--- config.mk ---
export PLATFORM = sky130hd
export DESIGN_NAME = lkf_ctrl
export DESIGN_NICKNAME = d
export VERILOG_FILES = /design/src/hdl/lkf_pkg.sv /design/src/hdl/lkf_ctrl.sv
export SDC_FILE = /design/constraint.sdc
export NUM_CORES = 1
export LEC_CHECK = 0
export ABC_CLOCK_PERIOD_IN_PS = 2500
export CORE_MARGIN = 5
export CORE_UTILIZATION = 36
export CTS_BUF_LIST = sky130_fd_sc_hd__clkbuf_4 sky130_fd_sc_hd__clkbuf_8
export CTS_CLUSTER_SIZE = 20
export DETAILED_ROUTE_END_ITERATION = 12
export DONT_BUFFER_PORTS = 1
export HOLD_SLACK_MARGIN = 0.15
export PLACE_DENSITY = 0.48
export SLEW_MARGIN = 20
export SYNTH_ARGS = -nofsm -noshare
export SYNTH_HDL_FRONTEND = slang
export SYNTH_SLANG_ARGS = --single-unit
--- constraint.sdc ---
create_clock -name aclk -period 2.5 [get_ports aclk]
set_clock_uncertainty 0.1 [all_clocks]
set_input_delay 0.125 -clock aclk [delete_from_list [all_inputs] [get_ports aclk]]
set_output_delay 0.125 -clock aclk [all_outputs]
set_load 0.02 [all_outputs]
--- src/hdl/lkf_pkg.sv ---
// ----------------------------------------------------------------------------
// lkf_pkg
// Shared constants, codes and control types of the optical flow block.
// ----------------------------------------------------------------------------
package lkf_pkg;

    localparam int MAX_WIDTH   = 1024;
    localparam int COL_W       = 10;
    localparam int ROW_W       = 10;
    localparam int CFG_W       = 11;
    localparam int PIX_W       = 8;
    localparam int FLOW_W      = 16;
    localparam int FRAC_BITS   = 8;
    localparam int BORDER      = 3;
    localparam int STORE_LINES = 2 * BORDER + 1;
    localparam int LINE_W      = 3;
    localparam int ADDR_W      = LINE_W + COL_W;
    localparam int RAM_DEPTH   = STORE_LINES * MAX_WIDTH;
    localparam int SUM_W       = 23;
    localparam int PROD_W      = 2 * SUM_W;
    localparam int SOLVE_W     = PROD_W + 1;
    localparam int QUO_W       = 17;
    localparam int DIV_W       = 64;
    localparam int WIN_LAST    = 4;

    // configuration register indexes
    localparam logic CFG_FRAME_WIDTH  = 1'b0;
    localparam logic CFG_FRAME_HEIGHT = 1'b1;

    // window taps around one gradient position
    localparam logic [2:0] TAP_RIGHT  = 3'd0;
    localparam logic [2:0] TAP_LEFT   = 3'd1;
    localparam logic [2:0] TAP_DOWN   = 3'd2;
    localparam logic [2:0] TAP_UP     = 3'd3;
    localparam logic [2:0] TAP_CENTER = 3'd4;

    // products of the 2x2 solve, in issue order
    localparam logic [2:0] MUL_SXX_SYY = 3'd0;
    localparam logic [2:0] MUL_SXY_SXY = 3'd1;
    localparam logic [2:0] MUL_SXY_SYT = 3'd2;
    localparam logic [2:0] MUL_SYY_SXT = 3'd3;
    localparam logic [2:0] MUL_SXY_SXT = 3'd4;
    localparam logic [2:0] MUL_SXX_SYT = 3'd5;

    typedef struct packed {
        logic       accept;
        logic       rd;
        logic [2:0] tap;
        logic [2:0] win_row;
        logic [2:0] win_col;
        logic       acc;
        logic       mul;
        logic [2:0] mul_op;
        logic       div_start;
        logic       div_sel;
        logic       div_step;
        logic       div_fin;
        logic       load_out;
    } lkf_cmd_t;

    typedef struct packed {
        logic has_result;
        logic out_free;
    } lkf_sts_t;

endpackage

--- src/hdl/lkf_ctrl.sv ---
// ----------------------------------------------------------------------------
// lkf_ctrl
// Sequencer: window sweep, solve products, two divisions, result hand-off.
// ----------------------------------------------------------------------------
module lkf_ctrl
    import lkf_pkg::*;
(
    input  logic     aclk,
    input  logic     aresetn,
    input  logic     s_valid,
    output logic     s_ready,
    input  lkf_sts_t sts,
    output lkf_cmd_t cmd
);

    localparam logic [2:0] ST_IDLE  = 3'd0;
    localparam logic [2:0] ST_WIN   = 3'd1;
    localparam logic [2:0] ST_SOLVE = 3'd2;
    localparam logic [2:0] ST_DIV   = 3'd3;
    localparam logic [2:0] ST_OUT   = 3'd4;

    localparam logic [2:0] PH_ACC   = 3'd6;
    localparam logic [4:0] SOLVE_END = 5'd6;
    localparam logic [4:0] DIV_FIN   = 5'd18;

    logic [2:0] state_reg, state_next;
    logic [2:0] phase_reg, phase_next;
    logic [2:0] wr_reg, wr_next;
    logic [2:0] wc_reg, wc_next;
    logic [4:0] cnt_reg, cnt_next;
    logic       sel_reg, sel_next;

    always_ff @(posedge aclk) begin
        if (!aresetn) begin
            state_reg <= ST_IDLE;
            phase_reg <= '0;
            wr_reg    <= '0;
            wc_reg    <= '0;
            cnt_reg   <= '0;
            sel_reg   <= 1'b0;
        end else begin
            state_reg <= state_next;
            phase_reg <= phase_next;
            wr_reg    <= wr_next;
            wc_reg    <= wc_next;
            cnt_reg   <= cnt_next;
            sel_reg   <= sel_next;
        end
    end

    assign s_ready = (state_reg == ST_IDLE);

    always_comb begin
        state_next = state_reg;
        phase_next = phase_reg;
        wr_next    = wr_reg;
        wc_next    = wc_reg;
        cnt_next   = cnt_reg;
        sel_next   = sel_reg;
        cmd        = '0;
        cmd.win_row = wr_reg;
        cmd.win_col = wc_reg;
        cmd.tap     = phase_reg;
        cmd.mul_op  = cnt_reg[2:0];
        cmd.div_sel = sel_reg;
        unique case (state_reg)
            ST_IDLE: begin
                cmd.accept = s_valid;
                if (s_valid && sts.has_result) begin
                    state_next = ST_WIN;
                    phase_next = '0;
                    wr_next    = '0;
                    wc_next    = '0;
                end
            end
            ST_WIN: begin
                cmd.rd  = (phase_reg <= TAP_CENTER);
                cmd.acc = (phase_reg == PH_ACC);
                if (phase_reg == PH_ACC) begin
                    phase_next = '0;
                    if (wc_reg == 3'(WIN_LAST)) begin
                        wc_next = '0;
                        if (wr_reg == 3'(WIN_LAST)) begin
                            state_next = ST_SOLVE;
                            cnt_next   = '0;
                        end else begin
                            wr_next = wr_reg + 3'd1;
                        end
                    end else begin
                        wc_next = wc_reg + 3'd1;
                    end
                end else begin
                    phase_next = phase_reg + 3'd1;
                end
            end
            ST_SOLVE: begin
                // last count only drains the product pipeline
                cmd.mul = (cnt_reg < SOLVE_END);
                if (cnt_reg == SOLVE_END) begin
                    state_next = ST_DIV;
                    cnt_next   = '0;
                    sel_next   = 1'b0;
                end else begin
                    cnt_next = cnt_reg + 5'd1;
                end
            end
            ST_DIV: begin
                cmd.div_start = (cnt_reg == 5'd0);
                cmd.div_fin   = (cnt_reg == DIV_FIN);
                cmd.div_step  = (cnt_reg != 5'd0) && (cnt_reg != DIV_FIN);
                if (cnt_reg == DIV_FIN) begin
                    cnt_next = '0;
                    sel_next = 1'b1;
                    if (sel_reg) begin
                        state_next = ST_OUT;
                    end
                end else begin
                    cnt_next = cnt_reg + 5'd1;
                end
            end
            ST_OUT: begin
                cmd.load_out = sts.out_free;
                if (sts.out_free) begin
                    state_next = ST_IDLE;
                end
            end
            default: begin
                state_next = ST_IDLE;
            end
        endcase
    end

    a_win_after_accept: assert property (@(posedge aclk) disable iff (!aresetn)
        (cmd.accept && sts.has_result) |=> (state_reg == ST_WIN))
        else $error("interior pixel did not start a window sweep");

    a_load_free: assert property (@(posedge aclk) disable iff (!aresetn)
        cmd.load_out |-> sts.out_free)
        else $error("result loaded over a waiting beat");

    a_sweep_end: assert property (@(posedge aclk) disable iff (!aresetn)
        (state_reg == ST_WIN && phase_reg == PH_ACC && wr_reg == 3'(WIN_LAST)
         && wc_reg == 3'(WIN_LAST)) |=> (state_reg == ST_SOLVE))
        else $error("window sweep did not hand over to the solve");

endmodule

==> run summary <==
The pin count of the biggest net entering global routing came out at 17. In the routed layout, each cell is associated on average with a via count of around 5.6. Among all flip-flop cells after synthesis, the most frequent one is dfxtp_1. At the pin with the least slew margin, the transition time is 0.648 ns. The detail route stage leaves a number of antenna-violating nets equal to 0. The number of antenna repair diodes came out at 0. Dividing total power by cell area gives a power density of between 700 and 800 nW/um^2. The launch instance of the worst register-to-register path is wr_reg[1]. The worst-skew pair later-pin latency is approximately 0.30 ns. The start point of the worst hold path is sts[1].

At the end of the flow, the number of nets in the layout was between 150 and 200. Of the total synthesized cell area, the portion taken by AND, OR, NAND and NOR gates is 30.7%. The final count of negative-setup-slack endpoints came out at 0.

Setup repair after global routing left no endpoint under its margin. The number of design-rule violations left by the first detailed-router iteration is 79. The parity-gate share of the synthesized area counting xor and xnor cells is 0%. Summing the areas of all fa, ha and maj instances in the mapped netlist gives just over 7% of the synthesized area. The placed wire-length estimate is approximately 2200 microns. The area growth from synthesis to layout is 7.44%.

The first TritonRoute pass finished after 4 iterations. The final total negative setup slack came out at 0 ns. The biggest area consumer among synthesized cells is dfxtp_1. The floorplan step defined a core boundary enclosing 3340 sq um. The run finished with clean final reports. Traced cell by cell, the critical path runs through nor2b_1 -> buf_4 -> nand2_1 -> a2111oi_1 -> buf_4. The count of cells in the finished layout, fillers not included, comes to approximately 210.

dfxtp_1 is the most common cell in the netlist. The final hold violation count came out at 0. The detail-routed net length per standard cell came out at about 14 microns. The number of sinks handled by clock tree synthesis came out at 18. The final critical path time including I/O delays and setup is between 2 and 2.5 ns. The number of slew-limit violations in the final report is 0.

The max-capacitance violation count came out at 0. The number of top-level pins came out at 27. The min-delay analysis places its worst path in the category input port to register. The total leakage power came out at ~0.48 nW. In the finished design, the share of the clock period the worst path needs comes to a little under nine tenths. The final worst hold slack is approximately 0.16 ns. The multiplexer share of the synthesized area came out at 2.41%. STA classifies the critical path startpoint as a register. The synthesized cell area is ~1200 sq um.

Counting instances in the post-synthesis netlist gives the leading cell types as 18 x dfxtp_1, 14 x a21oi_1, 13 x o21ai_0, 12 x nand2_1, 11 x inv_1. Of the synthesized area, sequential elements account for 28.9%. The worst setup path startpoint is state_reg[1]. The power consumption is roughly 0.95 mW. A synthesized cell averages 7.55 sq um. The area share of the leading cell type in the synthesized netlist is a little under 30%. The worst-case clock buffer depth came out at 2. The total grt overflow is 0. The flip-flop and latch count after synthesis is 18. The count of standard-cell rows is 21. The most prevalent standard cell on the critical path is buf_4. The number of antenna violations at the first check in global routing came out at 0. The path type of the worst setup path is register to output port. TritonCTS built the clock tree. The cell sitting at the root of the clock tree is a clkbuf_4.

For this run, design rule violations remaining after detail routing come to 0. The worst setup path is captured at an output port. After detailed routing, the total wire length is about 3000 microns.

The compound-gate portion of the synthesized area is roughly 22%. The die covers approximately 4700 sq um. The cell count after placement is about 200. The unique cell type count in the Yosys netlist came out at 42.

The congestion estimate from routability-driven global placement came to about 0.76. CTS built an H-tree with a depth of 1. The clock-pin slew of the registers on the worst-case setup and hold paths is 0.11 ns. The ratio of cells with drive above 1 in the final layout is between 7 and 8%. The number of port buffers came out at 0. By area the synthesized netlist is led by dfxtp_1 29%, ha_1 7.0%, a21oi_1 5.6%. The smallest setup slack after layout came out at roughly 0.34 ns.

IR analysis of the VDD net gives a maximum drop of approximately 280 uV. Global routing used 13.6% of the available tracks. The number of nets handed over by synthesis was between 150 and 200.

The worst max-slew margin expressed relative to the limit is 56.5%. The detailed-route via count came out at about 1.2k. Of all nets on the critical path, the largest fanout is 15. The die is 68.8 microns wide. The chip height came out at 68.8 microns.

The pre-CTS setup slack is ~0.47 ns. The register with the most flip-flops in the layout has 5 of them. The worst path arrival time came out at between 1.5 and 2 ns. STA puts the critical path data required time at 2.28 ns.

The number of synthesis warnings is 0. The buffer count from post-CTS setup fixing came out at 0. The number of enable-type register cells in the synthesized netlist is 0. The first global-routing pass estimated about 4900 microns of wire. The via count of the first global-routing pass was 1,081. For this run, the slowest stage of the critical path takes 0.61 ns. TritonCTS created 3 clock buffers. The achievable frequency came out at roughly 460 MHz. The cell with the biggest individual delay on the critical path is dfxtp_1. The post-synthesis async set-or-reset flop share is 0%. The main combinational cell family by area after synthesis is simple AND/OR/NAND/NOR gates. Synthesis handed over a netlist of 165 instances. The initial standard-cell utilization of the core came out at between 30% and 40%.
[per-stage QoR]
step / area [sq um] / util [%]
floorplan: 1240 / -
global placement: 1270 / 38.1
detailed placement: 1270 / 38.1
CTS: 1340 / 40.1
global route: 1340 / 40.1
finish: 1340 / 40.1
[layout make-up]
type | count | area (sq um)
Fill cell | 351 | 2000
Tap cell | 46 | 57.6
Inverter | 11 | 41.3
Sequential cell | 18 | 360
Multi-Input combinational cell | 122 | 774
Timing Repair Buffer | 8 | 67.6
Clock buffer | 4 | 36.3
[where the power goes]
group | switching (mW) | total [mW] | internal, mW
Clock | 0.0977 | 0.187 | 0.0889
Combinational | 0.216 | 0.359 | 0.143
Sequential | 0.0831 | 0.401 | 0.318
[per-layer routing]
| metal | vias to the layer above | part of all wire [%] | track usage, % |
|---|---|---|---|
| li1 | 588 | - | - |
| met1 | 549 | 48 | 18.2 |
| met2 | 22 | 45 | 21.1 |
| met3 | 2 | 6.4 | 4.86 |
| met4 | 0 | 0.37 | 2.43 |
| met5 | - | 0 | 0 |
[kinds of logic (layout without fill, tap and decap cells)]
logic type      after synthesis  in the layout
simple gates                 67             67
mux                           3              3
flops                        18             18
fa+ha+maj                     7              7
compound gates               45             45
buf+inv                      25             23
[cell usage in the layout (no fill, tap or decap), types with 4 or more instances in the layout]
| master | count |
|---|---|
| a41oi_1 | 4 |
| nor2_1 | 10 |
| a21oi_1 | 14 |
| nand3_1 | 8 |
| nand2_1 | 12 |
| buf_4 | 5 |
| dfxtp_1 | 18 |
| inv_1 | 11 |
| ha_1 | 7 |
| o21ai_0 | 13 |
| nand3b_1 | 5 |
| nor3_1 | 5 |
[what timing repair did]
| action | 4_1_cts | 5_1_grt |
|---|---|---|
| resized for setup | 0 | 0 |
| hold buffers | 3 | 0 |
| hold endpoints to repair | 18 | 0 |
[final timing paths]
path | endpoint | slack (ns) | cells past startpoint
max | cmd[8] | 0.34 | 5
min reg2reg | wr_reg[0] | 0.47 | 3
min | state_reg[1] | 0.16 | 4
max reg2reg | wr_reg[2] | 0.45 | 6
[worst max-delay path: cells and delay by family (launching register included)]
| kind | cells | cell delay (ns) |
|---|---|---|
| flops | 1 | 0.61 |
| simple gates | 2 | 0.28 |
| compound gates | 1 | 0.37 |
| buf+inv | 2 | 0.37 |
Note: power is estimated with default switching activity, not from simulation.
